==> src/rtl/lcd4_pkg.sv <==
package lcd4_pkg;

    // Request kinds carried in the cmd field.
    typedef enum logic [1:0] {
        KIND_INIT  = 2'd0,
        KIND_CMD   = 2'd1,
        KIND_DATA  = 2'd2,
        KIND_CLEAR = 2'd3
    } kind_t;

    // Configuration register indexes.
    typedef enum logic [1:0] {
        CFG_ENABLE_HIGH = 2'd0,
        CFG_ENABLE_LOW  = 2'd1,
        CFG_BYTE_SETTLE = 2'd2,
        CFG_POWERUP     = 2'd3
    } cfg_index_t;

    localparam logic [7:0] RST_ENABLE_HIGH = 8'd1;
    localparam logic [7:0] RST_ENABLE_LOW  = 8'd1;
    localparam logic [7:0] RST_BYTE_SETTLE = 8'd2;
    localparam logic [7:0] RST_POWERUP     = 8'd20;

    // Display controller codes and wake-up nibbles.
    localparam logic [7:0] LCD_FUNCTION_SET = 8'h28;
    localparam logic [7:0] LCD_DISPLAY_ON   = 8'h0C;
    localparam logic [7:0] LCD_ENTRY_MODE   = 8'h06;
    localparam logic [7:0] DISP_CLEAR_CODE  = 8'h01;
    localparam logic [3:0] WAKE_NIBBLE      = 4'h3;
    localparam logic [3:0] FOUR_BIT_NIBBLE  = 4'h2;
    localparam logic [3:0] NIBBLE_MASK      = 4'hF;

    // Extra delays after the wake-up nibbles, in ms.
    localparam logic [9:0] WAKE_FIRST_MS = 10'd5;
    localparam logic [9:0] WAKE_NEXT_MS  = 10'd1;

    // Pulse step positions.
    localparam logic [3:0] STEP_WAKE_LAST  = 4'd3;
    localparam logic [3:0] STEP_INIT_FIRST = 4'd4;
    localparam logic [3:0] STEP_INIT_LAST  = 4'd11;
    localparam logic [3:0] STEP_BYTE_LAST  = 4'd1;

    typedef struct packed {
        logic [1:0] cmd;
        logic [7:0] byte_value;
    } in_item_t;

    typedef struct packed {
        logic       reg_select;
        logic [3:0] nibble;
        logic [7:0] wait_before_ms;
        logic [7:0] high_ms;
        logic [9:0] wait_after_ms;
        logic       last_pulse;
    } out_item_t;

    // Controller to datapath.
    typedef struct packed {
        logic load;
        logic emit;
    } dp_cmd_t;

    // Datapath to controller.
    typedef struct packed {
        logic out_free;
        logic last;
    } dp_status_t;

    // Command byte sent by init after the wake-up nibbles.
    function automatic logic [7:0] init_cmd(input logic [1:0] idx);
        logic [7:0] code;
        case (idx)
            2'd0:    code = LCD_FUNCTION_SET;
            2'd1:    code = LCD_DISPLAY_ON;
            2'd2:    code = LCD_ENTRY_MODE;
            default: code = DISP_CLEAR_CODE;
        endcase
        return code;
    endfunction

endpackage

==> src/rtl/lcd4_ctrl.sv <==
module lcd4_ctrl (
    input  logic                  clk,
    input  logic                  rst_n,
    input  logic                  in_valid,
    output logic                  in_stall,
    input  lcd4_pkg::dp_status_t  status,
    output lcd4_pkg::dp_cmd_t     cmd
);

    typedef enum logic [1:0] {
        ST_IDLE = 2'b01,
        ST_RUN  = 2'b10
    } state_t;

    state_t state_reg;
    state_t state_next;

    // Take a request only while no pulse list is being generated.
    assign in_stall = (state_reg != ST_IDLE);
    assign cmd.load = in_valid && (state_reg == ST_IDLE);
    assign cmd.emit = (state_reg == ST_RUN) && status.out_free;

    // Next state.
    always_comb
    begin
        state_next = state_reg;
        case (state_reg)
            ST_IDLE:
            begin
                if (cmd.load)
                begin
                    state_next = ST_RUN;
                end
            end
            ST_RUN:
            begin
                if (cmd.emit && status.last)
                begin
                    state_next = ST_IDLE;
                end
            end
            default: state_next = ST_IDLE;
        endcase
    end

    always_ff @(posedge clk or negedge rst_n)
    begin
        if (!rst_n)
        begin
            state_reg <= ST_IDLE;
        end
        else
        begin
            state_reg <= state_next;
        end
    end

`ifndef ASSERT_OFF
    // An accepted request starts pulse generation.
    a_load_runs: assert property (@(posedge clk) disable iff (!rst_n)
        cmd.load |=> (state_reg == ST_RUN))
        else $error("request accepted but controller not running");

    // The final pulse returns the controller to idle.
    a_last_idles: assert property (@(posedge clk) disable iff (!rst_n)
        (cmd.emit && status.last) |=> (state_reg == ST_IDLE))
        else $error("controller kept running after final pulse");

    // No pulse is produced while idle.
    a_idle_quiet: assert property (@(posedge clk) disable iff (!rst_n)
        (state_reg == ST_IDLE) |-> !cmd.emit)
        else $error("pulse emitted while idle");
`endif

endmodule

==> src/rtl/lcd4_dp.sv <==
module lcd4_dp (
    input  logic                  clk,
    input  logic                  rst_n,
    input  logic                  cfg_we,
    input  logic [1:0]            cfg_index,
    input  logic [7:0]            cfg_data,
    input  lcd4_pkg::in_item_t    in_data,
    input  lcd4_pkg::dp_cmd_t     cmd,
    output lcd4_pkg::dp_status_t  status,
    output logic                  out_valid,
    input  logic                  out_stall,
    output lcd4_pkg::out_item_t   out_data
);

    logic [7:0]            enable_high_reg;
    logic [7:0]            enable_low_reg;
    logic [7:0]            byte_settle_reg;
    logic [7:0]            powerup_reg;
    lcd4_pkg::kind_t       held_kind_reg;
    logic [7:0]            held_byte_reg;
    logic [3:0]            step_reg;
    logic [3:0]            step_next;
    logic                  out_valid_reg;
    logic                  out_valid_next;
    lcd4_pkg::out_item_t   out_data_reg;
    lcd4_pkg::out_item_t   pulse;

    logic                  is_init;
    logic                  in_wake;
    logic                  pulse_last;
    logic [3:0]            init_offs;
    logic [7:0]            cur_byte;
    logic [9:0]            wake_extra;
    logic [9:0]            settle_low;
    logic [9:0]            settle_end;

    // Configuration registers.
    always_ff @(posedge clk or negedge rst_n)
    begin
        if (!rst_n)
        begin
            enable_high_reg <= lcd4_pkg::RST_ENABLE_HIGH;
            enable_low_reg  <= lcd4_pkg::RST_ENABLE_LOW;
            byte_settle_reg <= lcd4_pkg::RST_BYTE_SETTLE;
            powerup_reg     <= lcd4_pkg::RST_POWERUP;
        end
        else if (cfg_we)
        begin
            case (cfg_index)
                lcd4_pkg::CFG_ENABLE_HIGH: enable_high_reg <= cfg_data;
                lcd4_pkg::CFG_ENABLE_LOW:  enable_low_reg  <= cfg_data;
                lcd4_pkg::CFG_BYTE_SETTLE: byte_settle_reg <= cfg_data;
                lcd4_pkg::CFG_POWERUP:     powerup_reg     <= cfg_data;
                default: ;
            endcase
        end
    end

    // Decode the current pulse step.
    assign is_init    = (held_kind_reg == lcd4_pkg::KIND_INIT);
    assign in_wake    = is_init && (step_reg <= lcd4_pkg::STEP_WAKE_LAST);
    assign pulse_last = is_init ? (step_reg == lcd4_pkg::STEP_INIT_LAST)
                                : (step_reg == lcd4_pkg::STEP_BYTE_LAST);
    assign init_offs  = step_reg - lcd4_pkg::STEP_INIT_FIRST;

    // Byte being split into nibbles.
    always_comb
    begin
        case (held_kind_reg)
            lcd4_pkg::KIND_INIT:  cur_byte = lcd4_pkg::init_cmd(init_offs[2:1]);
            lcd4_pkg::KIND_CLEAR: cur_byte = lcd4_pkg::DISP_CLEAR_CODE;
            default:              cur_byte = held_byte_reg;
        endcase
    end

    // Extra delays that follow this pulse.
    always_comb
    begin
        wake_extra = '0;
        if (in_wake)
        begin
            if (step_reg == '0)
            begin
                wake_extra = lcd4_pkg::WAKE_FIRST_MS;
            end
            else if (step_reg != lcd4_pkg::STEP_WAKE_LAST)
            begin
                wake_extra = lcd4_pkg::WAKE_NEXT_MS;
            end
        end
    end

    // A low nibble settles once; clear and the end of init settle twice.
    assign settle_low = (!in_wake && step_reg[0]) ? {2'b00, byte_settle_reg} : '0;
    assign settle_end = (pulse_last &&
                         (is_init || held_kind_reg == lcd4_pkg::KIND_CLEAR))
                        ? {2'b00, byte_settle_reg} : '0;

    // Assemble the result for this pulse.
    always_comb
    begin
        pulse.reg_select     = (held_kind_reg == lcd4_pkg::KIND_DATA);
        pulse.high_ms        = enable_high_reg;
        pulse.wait_before_ms = (is_init && step_reg == '0) ? powerup_reg : '0;
        pulse.last_pulse     = pulse_last;
        pulse.wait_after_ms  = {2'b00, enable_low_reg} + wake_extra + settle_low + settle_end;
        if (in_wake)
        begin
            pulse.nibble = (step_reg == lcd4_pkg::STEP_WAKE_LAST)
                           ? lcd4_pkg::FOUR_BIT_NIBBLE : lcd4_pkg::WAKE_NIBBLE;
        end
        else if (!step_reg[0])
        begin
            pulse.nibble = cur_byte[7:4];
        end
        else
        begin
            pulse.nibble = cur_byte[3:0] & lcd4_pkg::NIBBLE_MASK;
        end
    end

    // Step counter.
    always_comb
    begin
        step_next = step_reg;
        if (cmd.load)
        begin
            step_next = '0;
        end
        else if (cmd.emit && !pulse_last)
        begin
            step_next = step_reg + 4'd1;
        end
    end

    always_ff @(posedge clk or negedge rst_n)
    begin
        if (!rst_n)
        begin
            step_reg      <= '0;
            held_kind_reg <= lcd4_pkg::KIND_INIT;
            held_byte_reg <= '0;
        end
        else
        begin
            step_reg <= step_next;
            if (cmd.load)
            begin
                held_kind_reg <= lcd4_pkg::kind_t'(in_data.cmd);
                held_byte_reg <= in_data.byte_value;
            end
        end
    end

    // Output register.
    assign status.out_free = !out_valid_reg || !out_stall;
    assign status.last     = pulse_last;

    always_comb
    begin
        out_valid_next = out_valid_reg;
        if (cmd.emit)
        begin
            out_valid_next = 1'b1;
        end
        else if (!out_stall)
        begin
            out_valid_next = 1'b0;
        end
    end

    always_ff @(posedge clk or negedge rst_n)
    begin
        if (!rst_n)
        begin
            out_valid_reg <= 1'b0;
        end
        else
        begin
            out_valid_reg <= out_valid_next;
        end
    end

    always_ff @(posedge clk)
    begin
        if (cmd.emit)
        begin
            out_data_reg <= pulse;
        end
    end

    assign out_valid = out_valid_reg;
    assign out_data  = out_data_reg;

`ifndef ASSERT_OFF
    // The step never runs past the last init pulse.
    a_step_range: assert property (@(posedge clk) disable iff (!rst_n)
        step_reg <= lcd4_pkg::STEP_INIT_LAST)
        else $error("pulse step out of range");

    // An emitted pulse shows up as a valid beat.
    a_emit_valid: assert property (@(posedge clk) disable iff (!rst_n)
        cmd.emit |=> out_valid_reg)
        else $error("emitted pulse not presented");

    // A byte request ends on its second pulse.
    a_byte_len: assert property (@(posedge clk) disable iff (!rst_n)
        (cmd.emit && pulse_last && !is_init) |-> (step_reg == lcd4_pkg::STEP_BYTE_LAST))
        else $error("byte request ended on wrong pulse");
`endif

endmodule

==> src/rtl/char_lcd_4bit_write_sequencer.sv <==
// Character LCD 4-bit write sequencer.
//
// A request beat on the input channel (cmd, byte_value) turns into a list
// of enable pulses, one output beat per pulse: register select, D7..D4
// nibble, wait before EN rises, EN high time, wait after EN falls and a
// flag on the final pulse. Init gives 12 beats; command, data and clear
// give 2 beats each.
// A request is taken only while the sequencer is idle. Once it is
// accepted, the controller enters its run state and the sequencer takes
// no new request until its final pulse is emitted. The pulse generator
// emits one pulse per cycle, while the receiver does not stall, into a
// single output register.
// When the receiver stalls, the output register holds its beat and the
// generator waits; no pulse is dropped or repeated.
// Configuration writes (cfg_we, cfg_index, cfg_data) take effect at once
// and belong only in idle time. Reset restores the default timings, clears
// the output valid and returns the sequencer to idle.
module char_lcd_4bit_write_sequencer (
    input  logic                 clk,
    input  logic                 rst_n,
    input  logic                 cfg_we,
    input  logic [1:0]           cfg_index,
    input  logic [7:0]           cfg_data,
    input  logic                 in_valid,
    output logic                 in_stall,
    input  lcd4_pkg::in_item_t   in_data,
    output logic                 out_valid,
    input  logic                 out_stall,
    output lcd4_pkg::out_item_t  out_data
);

    lcd4_pkg::dp_cmd_t     cmd;
    lcd4_pkg::dp_status_t  status;

    // Sequencing control.
    lcd4_ctrl u_ctrl (
        .clk      (clk),
        .rst_n    (rst_n),
        .in_valid (in_valid),
        .in_stall (in_stall),
        .status   (status),
        .cmd      (cmd)
    );

    // Timing registers, pulse builder and output register.
    lcd4_dp u_dp (
        .clk       (clk),
        .rst_n     (rst_n),
        .cfg_we    (cfg_we),
        .cfg_index (cfg_index),
        .cfg_data  (cfg_data),
        .in_data   (in_data),
        .cmd       (cmd),
        .status    (status),
        .out_valid (out_valid),
        .out_stall (out_stall),
        .out_data  (out_data)
    );

endmodule
==> config.mk <==
export PLATFORM = sky130hd
export DESIGN_NAME = char_lcd_4bit_write_sequencer
export DESIGN_NICKNAME = d
export VERILOG_FILES = /design/src/rtl/lcd4_pkg.sv /design/src/rtl/lcd4_ctrl.sv /design/src/rtl/lcd4_dp.sv /design/src/rtl/char_lcd_4bit_write_sequencer.sv
export SDC_FILE = /design/constraint.sdc
export NUM_CORES = 1
export LEC_CHECK = 0
export ABC_AREA = 1
export BUFFER_PORTS_ARGS = -buffer_cell sky130_fd_sc_hd__clkbuf_2
export CAP_MARGIN = 20
export CORE_ASPECT_RATIO = 0.8
export CORE_MARGIN = 8
export CORE_UTILIZATION = 61
export DETAILED_ROUTE_END_ITERATION = 6
export PLACE_DENSITY = 0.87
export SLEW_MARGIN = 20
export SYNTH_ARGS = -nofsm -noshare
export SYNTH_HDL_FRONTEND = slang
export SYNTH_HIERARCHICAL = 1
export SYNTH_SLANG_ARGS = --single-unit
==> constraint.sdc <==
create_clock -name clk -period 5.4 [get_ports clk]
set_input_delay 0.54 -clock clk [delete_from_list [all_inputs] [get_ports clk]]
set_output_delay 0.54 -clock clk [all_outputs]
set_load 0.02 [all_outputs]
==> flow_summary.yaml <==
placed_design:
  placed_area_sq_mm: 0.00444
  finalWeightedCongestion: 0.928
  dp_hpwl_mm: 5.92
  portBuffers: 58
  pre_cts_slack_ns: 1.96
global_route:
  grt_max_degree: 50
  grt_pass1_vias: 2932
  antenna_found_initial: 0
  overflow: 0
  grtUsageTotal_pct: 18.0
  grt_pass1_wl_mm: 13.5
floorplan:
  start_util_pct: 63.5
  die_w_microns: 107
  coreArea_sq_mm: 0.00641
  die-area_sq_mm: 0.00956
  num_io_pins: 59
  rows: 26
  fp.dieH_microns: 89.1
cts:
  cts.sinks: 81
  root_buffer: "clkbuf_8"
  clk_pin_slew_worst_paths_ns: 0.09
  htreeDepth: 3
  worstSkewPairLatency_ns: 0.36
  cts_setup_buffers: 0
  postCtsHoldBufs: 0
  cts_resized: 0
  cts_buffer_depth: 2
  cts_tree: "yes"
  cts_buffers: 9
timing:
  final.setup.worst_slack_ns: 1.87
  worst_pin_slew_ns: 1.06
  clock_skew_ns: 0.0114
  tns_ns: 0
  setup-violations-final: 0
  slew_headroom_pct: 29.5
  min_period_ns: 3.53
  finalCritPeriodShare_pct: 65.4
  fmax_ghz: 0.283
  rsz0062_at_grt: "false"
  hold_viol: 0
  drv_slew: 0
finish:
  diodes: 0
  layout_commonest_cell: "nand2_1"
  drive_gt1_share_pct: 21.4
  syn2layout_area_growth_pct: 14.3
  nNetsFinal: 542
  mostFrequentLayoutCells: "nand2_1 (110), inv_1 (67), clkbuf_2 (58), dfrtp_1 (43), o21ai_0 (43)"
  largest_reg_flops: 32
  fin_area_sq_mm: 0.00465
  fin_util_pct: 72.6
setup_path:
  worstPathMaxFanout: 7
  crit_top_cell: "nand2_1"
  path_cells: "inv_1, ha_1, nand3_1, nand2_2, nand2_4, nor2_8, nand2_1, fa_1, inv_1, ha_1, ha_1, fa_1, nand3_1, nand2_1, nand2_1, nand2_1, nand2_1, nand2_1"
  max_stage_delay_ns: 0.49
  critPathKind: "flip-flop to flip-flop"
  cpMaxStageDelayCell: "fa_1"
  rr_startpoint: "u_dp/held_kind_reg[0]"
  worstPathRequired_ns: 5.52
  startpoint_type: "flip-flop"
  critPathLaunch: "u_dp/held_kind_reg[0]"
  cp-end-kind: "flip-flop"
  crit_arrival_ns: 3.65
drt:
  ant_nets: 0
  viasPerCell: 5.17
  drc: 0
  num_vias: 2954
  routed_wirelength_mm: 8.05
  post_drt_wl_per_cell_microns: 14.1
  dr.pass1.iters: 4
  dr.first_iter.drc_count: 148
pwr:
  p_per_area_mw_per_mm2: 466
  ir_drop_mv: 0.267
  power.leakage_nw: 2.41
yosys:
  syn_avg_cell_area_sq_um: 9.70
  synth_ff_type: "dfrtp_1"
  synthCells: 420
  yosysSeqAreaShare_pct: 53.9
  syn_nets: 480
  yosysTopAreaCellShare_pct: 26.4
  yosysWarnings: 6
  synth-async-reset-ratio_pct: 60.5
  synth_edf_count: 32
  synth_area_sq_mm: 0.00407
  yosysUniqueCellTypes: 27
  synth_largest_area_cell: "dfrtp_1"
  synth_area_leaders: "dfrtp_1 (26%), edfxtp_1 (24%), nand2_1 (10%)"
  ys_ff_latch: 81
worst_hold_path:
  hp-class: "input port to async pin"
job:
  cap_violations: 0
outcome:
  outcome: "finished, final reports clean"
==> stage by stage <==
step                hold WS (ns)  power (mW)  std cells
global placement           0.429        1.67        555
finish                     0.263        2.17        571
detailed placement         0.431        1.71        555
CTS                        0.284        2.18        571
global route               0.328        2.32        571
floorplan                  0.244        1.49        420
==> power breakdown <==
part,switching (mW),internal (mW)
registers,0.0769,0.834
clock network,0.235,0.224
logic,0.545,0.256
total,0.857,1.31
==> kinds of logic after synthesis <==
kind of cell,Yosys count,synth area share (%)
DFF,81,53.9
adders and majority gates,35,12.6
AOI/OAI and AO/OA,51,6.30
xor gates and xnor gates,4,0.860
buffers and inverters,81,7.83
and+or+nand+nor,168,18.5
==> worst max-delay path: cells and delay by family, from the launching register on <==
kind | cells | cell delay [ns]
adder cells (fa/ha/maj) | 5 | 1.68
buffers and inverters | 2 | 0.14
AND/OR/NAND/NOR | 11 | 1.05
flip-flops | 1 | 0.41
==> synth_stat cells (2+ instances only) <==
library cell and n:
inv_4 2, nand2_1 110, nor2_8 2, buf_2 5
nand2_2 4, xor2_1 4, dfstp_2 6, nor2_1 19
clkbuf_1 2, a21oi_1 6, inv_1 67, fa_1 10
o21ai_0 43, ha_1 25, nand3_1 18, nand4_1 5
nor2_2 6, edfxtp_1 32, inv_2 4, dfrtp_1 43
==> area by class of cell <==
type | instances | area [sq um]
inverters | 73 | 279
well taps | 84 | 105
flip-flops and latches | 81 | 2190
fillers | 466 | 1760
clock inverters | 7 | 86.3
repair buffers | 59 | 298
multi-input cells | 258 | 1570
clock buffers | 9 | 124
==> layer usage <==
metal | vias up | global-route usage (%) | wire [microns]
li1 | 1455 | - | -
met1 | 1388 | 22.2 | 3580
met2 | 101 | 29.4 | 3800
met3 | 10 | 5.55 | 577
met4 | 0 | 6.78 | 94
met5 | - | 0 | 0
==> path summary, 6_finish.rpt <==
check                                    endpoint  depth (start not counted)  slack (ns)
max                              u_dp/out_data[8]                         18        1.87
min                         u_dp/held_byte_reg[2]                          2        0.26
max reg2reg                      u_dp/out_data[8]                         18        1.87
min reg2reg                     u_dp/out_data[18]                          0        0.45
max in group asynchronous  u_dp/enable_low_reg[5]                          2        4.72
min in group clk            u_dp/held_byte_reg[6]                          3        0.38
No activity file was read; power rests on OpenSTA's default activity.
